`src/rtl/core/gnuc_pkg.sv`:
```
`timescale 1ns / 1ps
`default_nettype none

package gnuc_pkg;

  // Grid geometry and counter width.
  localparam int unsigned Rows       = 24;
  localparam int unsigned Columns    = 32;
  localparam int unsigned CountWidth = 16;

  localparam int unsigned GridNodes = Rows * Columns;
  localparam int unsigned Win       = 2 * Rows;
  localparam int unsigned NodeW     = $clog2(GridNodes);
  localparam int unsigned WinW      = $clog2(Win);
  localparam int unsigned RowW      = $clog2(Rows);
  localparam int unsigned ColW      = $clog2(Columns);

  // Fixed field widths.
  localparam int unsigned SampleW = 16;
  localparam int unsigned RatioW  = 32;
  localparam int unsigned LimitW  = 32;
  localparam int unsigned IdxW    = 10;
  localparam int unsigned TotalW  = 16;
  localparam int unsigned MagW    = 17;
  localparam int unsigned ProdW   = 2 * MagW;
  localparam int unsigned CmpW    = (NodeW > IdxW) ? NodeW : IdxW;
  localparam int unsigned DivCntW = $clog2(RatioW);

  localparam logic [MagW-1:0] Scale = MagW'(100000);

  // Stream packing.
  localparam int unsigned InDataW   = 16;
  localparam int unsigned OutFieldW = IdxW + RatioW + 1 + TotalW + 1;
  localparam int unsigned OutDataW  = ((OutFieldW + 7) / 8) * 8;
  localparam int unsigned OutPadW   = OutDataW - OutFieldW;

  // Job queue between front and back.
  localparam int unsigned QueueDepth = 2;
  localparam int unsigned QPtrW      = $clog2(QueueDepth);
  localparam int unsigned QCntW      = $clog2(QueueDepth + 1);

  // Neighbor slots inside a job.
  localparam int unsigned NbUp    = 0;
  localparam int unsigned NbDown  = 1;
  localparam int unsigned NbLeft  = 2;
  localparam int unsigned NbRight = 3;

  // Register map and reset values.
  localparam int unsigned CfgIdxW  = 3;
  localparam int unsigned CfgDataW = 32;

  typedef enum logic [CfgIdxW-1:0] {
    REG_NORMAL_LIMIT   = 3'd0,
    REG_SPECIAL_LIMIT  = 3'd1,
    REG_SPECIAL_MODE   = 3'd2,
    REG_SPECIAL_NODE_A = 3'd3,
    REG_SPECIAL_NODE_B = 3'd4,
    REG_SPECIAL_NODE_C = 3'd5,
    REG_SPECIAL_NODE_D = 3'd6
  } reg_idx_e;

  localparam logic [LimitW-1:0] NormalLimitRst  = LimitW'(22000);
  localparam logic [LimitW-1:0] SpecialLimitRst = LimitW'(26000);
  localparam logic              SpecialModeRst  = 1'b1;
  localparam logic [IdxW-1:0]   SpecialNodeARst = IdxW'(360);
  localparam logic [IdxW-1:0]   SpecialNodeBRst = IdxW'(383);
  localparam logic [IdxW-1:0]   SpecialNodeCRst = IdxW'(384);
  localparam logic [IdxW-1:0]   SpecialNodeDRst = IdxW'(407);

  typedef struct packed {
    logic [LimitW-1:0]          normal_limit;
    logic [LimitW-1:0]          special_limit;
    logic                       special_mode;
    logic [3:0][IdxW-1:0]       special_node;
  } cfg_t;

  typedef struct packed {
    logic [NodeW-1:0]           node;
    logic [SampleW-1:0]         self_v;
    logic [3:0][SampleW-1:0]    nb;
    logic [3:0]                 nb_valid;
    logic                       last;
  } job_t;

endpackage

`default_nettype wire

```
`src/rtl/core/gnuc_queue.sv`:
```
`timescale 1ns / 1ps
`default_nettype none

module gnuc_queue import gnuc_pkg::*; (
  input  logic clk_i,
  input  logic rst_ni,
  input  logic push_valid_i,
  output logic push_ready_o,
  input  job_t push_data_i,
  output logic pop_valid_o,
  input  logic pop_ready_i,
  output job_t pop_data_o
);

  job_t             q_mem [QueueDepth];
  logic [QPtrW-1:0] wr_ptr_q;
  logic [QPtrW-1:0] rd_ptr_q;
  logic [QCntW-1:0] count_q;
  logic             do_push;
  logic             do_pop;

  assign push_ready_o = (count_q < QCntW'(QueueDepth));
  assign pop_valid_o  = (count_q != '0);
  assign pop_data_o   = q_mem[rd_ptr_q];
  assign do_push      = push_valid_i && push_ready_o;
  assign do_pop       = pop_valid_o && pop_ready_i;

  always_ff @(posedge clk_i) begin
    if (do_push) q_mem[wr_ptr_q] <= push_data_i;
  end

  always_ff @(posedge clk_i or negedge rst_ni) begin
    if (!rst_ni) begin
      wr_ptr_q <= '0;
      rd_ptr_q <= '0;
      count_q  <= '0;
    end else begin
      if (do_push) begin
        wr_ptr_q <= (wr_ptr_q == QPtrW'(QueueDepth - 1)) ? '0 : wr_ptr_q + QPtrW'(1);
      end
      if (do_pop) begin
        rd_ptr_q <= (rd_ptr_q == QPtrW'(QueueDepth - 1)) ? '0 : rd_ptr_q + QPtrW'(1);
      end
      if (do_push && !do_pop) begin
        count_q <= count_q + QCntW'(1);
      end else if (do_pop && !do_push) begin
        count_q <= count_q - QCntW'(1);
      end
    end
  end

endmodule

`default_nettype wire

```
`config.mk`:
```
export PLATFORM = sky130hd
export DESIGN_NAME = gnuc_queue
export DESIGN_NICKNAME = d
export VERILOG_FILES = /design/src/rtl/core/gnuc_pkg.sv /design/src/rtl/core/gnuc_queue.sv
export SDC_FILE = /design/constraint.sdc
export NUM_CORES = 1
export LEC_CHECK = 0
export BUFFER_PORTS_ARGS = -buffer_cell sky130_fd_sc_hd__clkbuf_2
export CELL_PAD_IN_SITES_DETAIL_PLACEMENT = 1
export CELL_PAD_IN_SITES_GLOBAL_PLACEMENT = 2
export CORE_MARGIN = 3
export CORE_UTILIZATION = 35
export DETAILED_ROUTE_END_ITERATION = 8
export GPL_ROUTABILITY_DRIVEN = 1
export PLACE_DENSITY = 0.76
export SYNTH_ARGS = -nofsm -noshare
export SYNTH_HDL_FRONTEND = slang
export SYNTH_SLANG_ARGS = --single-unit
```
`constraint.sdc`:
```
create_clock -name clk_i -period 5.9 [get_ports clk_i]
set_input_delay 0.885 -clock clk_i [delete_from_list [all_inputs] [get_ports clk_i]]
set_output_delay 0.885 -clock clk_i [all_outputs]
set_load 0.02 [all_outputs]
```
==> results of run 1 <==
==> cell usage after synthesis, drive strengths merged <==
cell type	instances
nor2	1
xor2	2
edfxtp	190
nor2b	2
nand2	1
xnor2	3
or2	1
and2	1
mux2	95
inv	1
buf	11
ha	1
dfrtp	4
==> power groups by stage <==
stage                     clock (W)  combinational (W)  sequential (W)
after floorplan                   0            0.00112         0.00190
after global placement            0            0.00138         0.00199
after detailed placement          0            0.00140         0.00201
after CTS                   0.00131            0.00141         0.00198
after global routing        0.00137            0.00146         0.00201
final                       0.00127            0.00137         0.00197
==> stage by stage <==
stage / hold slack (ns) / util / cell area, µm² / total power [W]
2_1_floorplan: 0.473 / - / 7250 / 0.00302
3_3_place_gp: 0.497 / 0.418 / 8480 / 0.00337
3_5_place_dp: 0.513 / 0.418 / 8480 / 0.00341
4_1_cts: 0.238 / 0.450 / 9140 / 0.00470
5_1_grt: 0.238 / 0.450 / 9140 / 0.00484
6_report: 0.265 / 0.450 / 9140 / 0.00461
==> cells by family (layout without fill, tap and decap cells) <==
logic type | count (synthesis) | in the layout | synth area share
buffers and inverters | 12 | 231 | 0.0186
AND/OR/NAND/NOR | 6 | 6 | 0.00449
adder cells (fa/ha/maj) | 1 | 1 | 0.00173
multiplexers | 95 | 95 | 0.168
flip-flops | 194 | 194 | 0.801
XOR/XNOR | 5 | 5 | 0.00604
==> layout by cell type (no fill, tap or decap) <==
cell type / netlist / final
dfrtp_4: 0 / 1
ha_1: 1 / 1
or2_2: 1 / 1
inv_1: 1 / 1
xor2_1: 2 / 2
clkinv_4: 0 / 2
clkbuf_1: 0 / 2
inv_6: 0 / 2
mux2_4: 40 / 40
clkbuf_16: 0 / 17
xnor2_1: 3 / 3
edfxtp_1: 190 / 190
buf_12: 4 / 1
clkinvlp_4: 0 / 2
nor2b_1: 2 / 1
clkbuf_2: 0 / 195
buf_4: 0 / 2
nor2b_4: 0 / 1
mux2_2: 55 / 55
bufinv_16: 0 / 5
dfrtp_1: 4 / 3
nand2_1: 1 / 1
nor2_1: 1 / 1
and2_4: 0 / 1
inv_8: 0 / 2
==> routing by layer <==
| metal | up-vias | wire (µm) | global-route usage |
|---|---|---|---|
| met1 | 1824 | 5340 | 0.140 |
| met2 | 118 | 7740 | 0.225 |
| met4 | 0 | 207 | 0.0494 |
| met5 | - | 0 | 0 |
| met3 | 13 | 916 | 0.0430 |
| li1 | 1646 | - | - |
==> worst max path at each step <==
| stage | start | to | depth (start not counted) |
|---|---|---|---|
| finish | rd_ptr_q | pop_data_o[91] | 3 |
| detailed placement | rd_ptr_q | pop_data_o[61] | 3 |
| global placement | rd_ptr_q | pop_data_o[60] | 3 |
| floorplan | push_valid_i | q_mem[0][0] | 2 |
| global route | rd_ptr_q | pop_data_o[61] | 3 |
| CTS | rd_ptr_q | pop_data_o[61] | 3 |
==> flip-flops by register name, indices dropped and copies added (netlist names) <==
register  count
count_q       2
q_mem       190
wr_ptr_q      1
rd_ptr_q      1
==> final cells by class <==
type / count / area [µm²] / area share
Clock buffer: 19 / 433 / 0.0474
Clock inverter: 13 / 223 / 0.0244
Inverter: 1 / 3.75 / 0.000411
Multi-Input combinational cell: 107 / 1320 / 0.144
Sequential cell: 194 / 5810 / 0.636
Tap cell: 270 / 338 / 0.0370
Timing Repair Buffer: 198 / 1010 / 0.111
==> reports/results.ini, run 1 <==
[pwr]
combPwrFrac=0.297
netSwitchingFraction=0.312
share_clk_of_total_power=0.275
vdd.ir_drop.worst_mv=0.268
switching_power_w=0.00144
cellInternalPower_w=0.00317
power.static_leakage_nw=3.52
power.share.sequential=0.428
power.density_cell_area_mw_per_mm2=505

[cts]
clk_transition_reported_paths_ns=0.07
clk_path_buf_depth=2
post-cts-setup-buffers=0
cts.sink_count=194
cts_root_buffer=clkbuf_16
post_cts.resized_instances=0
tritoncts.num_buffers=17
hold_buffers=0
worstSkewPairLatency_ns=0.42
tritoncts=built
cts_max_level=4

[route]
routed_wl_um=14200
drt_drc_violations_left=0
drt-wirelength-per-cell_um=17.7
detailroute.via_count=3601
detailedRoute.firstIterationViolations=141
initial_drt_pass_iterations=4
avgViaCountPerCell=4.49
detail-route-antenna-nets=0

[placed_design]
io_buffers=195
placed_cells_incl_taps=770
finalWeightedCongestion=0.699
detailedPlace.worstSlack_ns=2.67

[outcome]
outcome=finished, final reports clean

[setup_path]
worst_path_slowest_cell=dfrtp_4
path_class=reg -> out
number_of_buffers_and_inverters_on_the_critical_path=2
setup.worst_path.start_class=flop
gate_family_responsible_for_the_most_delay_along_the_worst_path=flip-flops
worst_ep_arrival_time_ns=2.68
cp_cell_sequence=buf_4 -> mux2_2 -> clkbuf_2
critical_path.max_fanout=65
ff2ff_setup_slack_ns=3.45
r2r_path_end=q_mem[0][34]
worstSetupEndpointType=primary output
slowest_delay_ns=1.07
reg2regPathDepth=3
required_ns=5.02
critical_path.reg2reg.startpoint=count_q[1]

[layout]
layoutNonFillerInstCount=802
nets=619
antenna-diode-count=0
fillers=2009
fraction_of_final_layout_cells_with_drive_strength_greater_than_1=0.615
area.growth.synth_to_final_pct=26.0

[logic_synthesis]
seq_area_frac_synth=0.801
synth.avg_cell_area_um2=23.2
synth_area_leaders=edfxtp_1, mux2_2, mux2_4, dfrtp_1, buf_12
post_synth_inst_count=313
yosysTopAreaCell=edfxtp_1
synth_fp_nets=413
yosys_warnings=0
yosysUniqueCellTypes=17
post-synth-top-area-fraction=0.787
synth.ff_latch_count=194
synth_area_mm2=0.00725

[global_routing]
largest_net_degree_at_the_start_of_global_routing=66
antenna_violations_before_repair=0
grt_pass1_vias=3999
grt_first_pass_wirelength_um=21500
track_usage=0.127
overflow_left_after_global_routing=0

[floorplan]
rows=52
floorplan.die_area_mm2=0.0225
floorplan.core_area_mm2=0.0203
io_pins=196
floorplan.die.height_um=150
die_w_um=150
start_util=0.357

[sta]
max_slew_margin=0.270
final-setup-viol-count=0
min_period_over_period=0.605
tightest_slew_ns=1.09
rsz0062_at_grt=no
fin_skew_ns=0.0107
highest_clock_frequency_the_design_can_meet_mhz=280
post-route-min-period_ns=3.57
timing.final.max_slew_violations=0
totalNegativeSetupSlack_ns=0
hold_vio_cnt_final=0
minimum_setup_slack_in_the_final_design_ns=2.33

[worst_hold_path]
hold_class=in -> async

[run]
cap_violations=0

(Power assumes the default switching activity.)
==> run 2: changes to the inputs <==
==> constraint.sdc (replaced) <==
create_clock -name clk_i -period 3.7 [get_ports clk_i]
set_input_delay 0.555 -clock clk_i [delete_from_list [all_inputs] [get_ports clk_i]]
set_output_delay 0.555 -clock clk_i [all_outputs]
set_load 0.02 [all_outputs]
==> reports/results.ini, run 2 (same netlist as run 1, synthesis figures left out) <==
[sta]
fin_hold_ws_ns=0.329
fin_skew_ns=0.0102
max_slew_margin=0.458
min_period_over_period=0.710
hold_vio_cnt_final=0
post-route-min-period_ns=2.63
tightest_slew_ns=0.813
totalNegativeSetupSlack_ns=0
final-setup-viol-count=0
timing.final.max_slew_violations=0
rsz0062_at_grt=no
highest_clock_frequency_the_design_can_meet_mhz=381

[layout]
max_flop_register=q_mem
antenna-diode-count=0
fraction_of_final_layout_cells_with_drive_strength_greater_than_1=0.612
seq_area_mm2=0.00581
reg_top3=q_mem (190), count_q (2)
most_frequent_cells_in_the_layout=clkbuf_2, edfxtp_1, mux2_2, mux2_4, clkbuf_16
layout_commonest_cell=clkbuf_2
largest_register_ff_count=190
multi_input_area_mm2=0.00132
area.growth.synth_to_final_pct=25.4
fillers=2004
cell_area_after_layout_mm2=0.00909
final_core_utilization=0.448
nets=623

[global_routing]
grt_pass1_vias=3951
track_usage=0.124
grtUsageMet2=0.213
top_usage_layer=met2
grt.met3_usage=0.0424
grt_first_pass_wirelength_um=21200
met1_usage=0.147
overflow_left_after_global_routing=0
antenna_violations_before_repair=0
largest_net_degree_at_the_start_of_global_routing=54

[placed_design]
finalWeightedCongestion=0.717
dp_hpwl_um=9810
io_buffers=195
dpl_cell_area_mm2=0.00854

[pwr]
finalPower_w=0.00707
vdd.ir_drop.worst_mv=0.375
power.density_cell_area_mw_per_mm2=777
power.static_leakage_nw=3.51

[route]
drt-wirelength-per-cell_um=17.6
initial_drt_pass_iterations=4
routed_wl_um=14200
avgViaCountPerCell=4.44
detailedRoute.firstIterationViolations=174
drt_drc_violations_left=0
detailroute.via_count=3578
detail-route-antenna-nets=0

[worst_hold_path]
hold_class=in -> reg

[cts]
clk_path_buf_depth=2
tritoncts=built
cts.sink_count=194
tritoncts.num_buffers=17
cts_max_level=4
clk_transition_reported_paths_ns=0.07
worstSkewPairLatency_ns=0.41
cts_root_buffer=clkbuf_16

[floorplan]
floorplan.core_area_mm2=0.0203
start_util=0.357
floorplan.die.height_um=150
floorplan.die_area_mm2=0.0225
io_pins=196
die_w_um=150
rows=52

[run]
cap_violations=0

[setup_path]
worst_ep_arrival_time_ns=2.07
cp_cell_sequence=buf_4 -> mux2_2 -> clkbuf_2
gate_family_responsible_for_the_most_delay_along_the_worst_path=buffers and inverters
number_of_buffers_and_inverters_on_the_critical_path=2
slowest_delay_ns=0.61
worst_path_slowest_cell=dfrtp_4
critical_path.max_fanout=29
worstSetupEndpointType=primary output
path_class=reg -> out
setup.worst_path.start_class=flop
required_ns=3.14

[outcome]
outcome=finished, final reports clean

## run 2: cell types whose count changed in the layout (fill, tap and decap cells not counted)
cell | before | now
clkinv_4 | 2 | 1
inv_8 | 2 | 1
bufinv_16 | 5 | 1
clkinv_1 | 0 | 1
clkinv_2 | 0 | 4
buf_12 | 1 | 4
clkbuf_1 | 2 | 3
dlygate4sd3_1 | 0 | 1
## run 2: area by class of cell
type	count	area share
sequential	194	0.639
multi-input combinational	107	0.145
timing repair buffer	202	0.119
clock buffer	20	0.0480
tap	270	0.0371
clock inverter	12	0.0117
inverter	1	0.000413
## run 2: worst paths after layout
| kind | slack (ns) | start | end | cells past startpoint |
|---|---|---|---|---|
| max | 1.07 | rd_ptr_q | pop_data_o[90] | 3 |
| min | 0.33 | push_data_i[2] | q_mem[1][2] | 1 |
| max reg2reg | 1.59 | count_q[1] | q_mem[1][48] | 3 |
| min reg2reg | 0.53 | count_q[0] | count_q[0] | 1 |
| max in group asynchronous | 3.07 | rst_ni | rd_ptr_q | 2 |
| min in group asynchronous | 0.49 | rst_ni | rd_ptr_q | 2 |
## run 2: layer usage
layer  routed length, µm  vias to the layer above  part of all wire
met3                1000                       13             0.071
li1                    -                     1660                 -
met4                 184                        0             0.013
met2                7240                      120              0.51
met5                   0                        -                 0
met1                5730                     1785              0.40
## run 2: repair_timing
action	in CTS	in global routing
hold buffers	1	0
resized for setup	0	0
endpoints found under the hold margin	4	0
endpoints found under the setup margin	0	0
buffers inserted	0	0
## run 2: report_power, final
part	internal (W)	switching [W]	leakage (nW)
combinational	0.000986	0.00135	1.45
sequential	0.00288	0.000140	1.79
clock	0.000932	0.000777	0.264
total	0.00480	0.00227	3.51
## run 2: stage by stage
step / std cells / worst slack, ns
6_report: 806 / 1.07
5_1_grt: 806 / 0.957
4_1_cts: 806 / 0.998
3_5_place_dp: 773 / 1.31
3_3_place_gp: 773 / 1.38
2_1_floorplan: 313 / 0.185
==> run 3: changes to the inputs <==
--- a/config.mk
+++ b/config.mk
@@ -12,7 +12,7 @@
 export CORE_UTILIZATION = 35
 export DETAILED_ROUTE_END_ITERATION = 8
 export GPL_ROUTABILITY_DRIVEN = 1
-export PLACE_DENSITY = 0.76
+export PLACE_DENSITY = 0.79
 export SYNTH_ARGS = -nofsm -noshare
 export SYNTH_HDL_FRONTEND = slang
 export SYNTH_SLANG_ARGS = --single-unit
==> constraint.sdc (replaced) <==
create_clock -name clk_i -period 2.25 [get_ports clk_i]
set_input_delay 0.3375 -clock clk_i [delete_from_list [all_inputs] [get_ports clk_i]]
set_output_delay 0.3375 -clock clk_i [all_outputs]
set_load 0.02 [all_outputs]
==> reports/results.ini, run 3 (same netlist as run 1, synthesis figures left out) <==
[cts]
hold_buffers=1
tritoncts=built
post-cts-setup-buffers=0
cts_max_level=4
tritoncts.num_buffers=17
cts_root_buffer=clkbuf_16
cts.sink_count=194
clk_transition_reported_paths_ns=0.07
post_cts.resized_instances=0
clk_path_buf_depth=2
worstSkewPairLatency_ns=0.42

[setup_path]
gate_family_responsible_for_the_most_delay_along_the_worst_path=buffers and inverters
setup.worst_path.start_class=flop
path_class=reg -> out
worstSetupEndpointType=primary output
critical_path.max_fanout=52
worst_path_slowest_cell=dfrtp_4
cp_cell_sequence=buf_12 -> mux2_2 -> clkbuf_2
worst_ep_arrival_time_ns=1.79
number_of_buffers_and_inverters_on_the_critical_path=2
reg2regPathDepth=3
required_ns=1.91
timing.critical_path.depth=3
slowest_delay_ns=0.45

[layout]
layout_commonest_cell=clkbuf_2
most_frequent_cells_in_the_layout=clkbuf_2, edfxtp_1, mux2_2, mux2_4, clkbuf_16
max_flop_register=q_mem
reg_top3=q_mem (190), count_q (2)
final_core_utilization=0.453
fraction_of_final_layout_cells_with_drive_strength_greater_than_1=0.621
largest_register_ff_count=190
antenna-diode-count=0
fillers=2006
area.growth.synth_to_final_pct=26.7
layoutNonFillerInstCount=806
nets=623

[placed_design]
dp_hpwl_um=9800
placed_cells_incl_taps=773
io_buffers=195
finalWeightedCongestion=0.690

[route]
met3_wirelength_um=892
maxUsedRoutingLayer=met4
drt-wirelength-per-cell_um=17.5
detail_route.wirelength.met1_um=5620
detailedRoute.firstIterationViolations=165
routed_wl_um=14100
wl_met2_um=7430
avgViaCountPerCell=4.48
detailroute.via_count=3614
detail-route-antenna-nets=0
initial_drt_pass_iterations=4
drt_drc_violations_left=0

[sta]
post-route-min-period_ns=2.13
hold_vio_cnt_final=0
rsz0062_at_grt=no
fin_skew_ns=0.00875
final-setup-viol-count=0
tightest_slew_ns=0.597
max_slew_margin=0.602
highest_clock_frequency_the_design_can_meet_mhz=470
timing.final.max_slew_violations=0
min_period_over_period=0.945

[floorplan]
die_w_um=150
floorplan.die_area_mm2=0.0225
start_util=0.357
rows=52
floorplan.core_area_mm2=0.0203
io_pins=196
floorplan.die.height_um=150

[global_routing]
track_usage=0.124
largest_net_degree_at_the_start_of_global_routing=56
antenna_violations_before_repair=0
overflow_left_after_global_routing=0
grt_first_pass_wirelength_um=21200
grt_pass1_vias=3967

[pwr]
power.density_cell_area_mw_per_mm2=1300
power.static_leakage_nw=3.55
vdd.ir_drop.worst_mv=0.723

[worst_hold_path]
hold_class=in -> reg
hold-path-cell-count=1

[outcome]
outcome=finished, final reports clean

[run]
cap_violations=0

==> run 3: cell count changes in the layout (fill, tap and decap cells not counted), moves of 2 or more <==
cell / previous run / this run
clkbuf_1: 3 / 0
clkinv_2: 4 / 1
clkinv_4: 1 / 4
clkinv_8: 0 / 2
clkinvlp_4: 2 / 0
inv_8: 1 / 4
==> run 3: layer usage <==
metal  track usage  vias to the layer above
li1              -                     1664
met1         0.140                     1815
met2         0.219                      120
met3        0.0403                       15
met4        0.0467                        0
met5             0                        -
==> run 3: where the power goes <==
group	total [W]	internal, W	switching, W
Sequential	0.00491	0.00473	0.000175
Clock	0.00312	0.00170	0.00142
Combinational	0.00394	0.00165	0.00229
==> run 3: worst paths after layout <==
kind / start / end / slack, ns
min in group asynchronous: rst_ni / count_q[1] / 0.26
worst min-delay path: push_data_i[1] / q_mem[1][1] / 0.10
max in group asynchronous: rst_ni / rd_ptr_q / 1.84
worst min register to register: count_q[0] / count_q[0] / 0.53
worst max register to register: count_q[1] / q_mem[0][4] / 0.50
worst max-delay path: rd_ptr_q / pop_data_o[76] / 0.12
==> run 3: worst reg2reg max path, cell delays in order, from the launching register on <==
cell and delay, ns:
dfrtp_1 0.40, nor2b_2 0.22, nor2b_4 0.22, buf_4 0.49
==> run 3: final cells by class <==
class                   count  area, µm²  share of cell area
flip-flops and latches    194       5810               0.632
multi-input cells         107       1320               0.144
repair buffers            202       1090               0.119
clock buffers              17        425              0.0463
well taps                 270        338              0.0368
clock inverters            15        195              0.0212
inverters                   1       3.75            0.000409
==> run 3: through the flow <==
step | power [W] | instance area [µm²] | setup slack (ns) | setup TNS, ns | hold WS (ns)
global placement | 0.00891 | 8560 | 0.529 | 0 | 0.156
CTS | 0.0122 | 9190 | 0.0990 | 0 | 0.0750
detailed placement | 0.00903 | 8560 | 0.455 | 0 | 0.155
global route | 0.0125 | 9190 | 0.0507 | 0 | 0.0755
finish | 0.0120 | 9190 | 0.123 | 0 | 0.100
floorplan | 0.00790 | 7260 | -0.211 | -20.01 | 0.0419
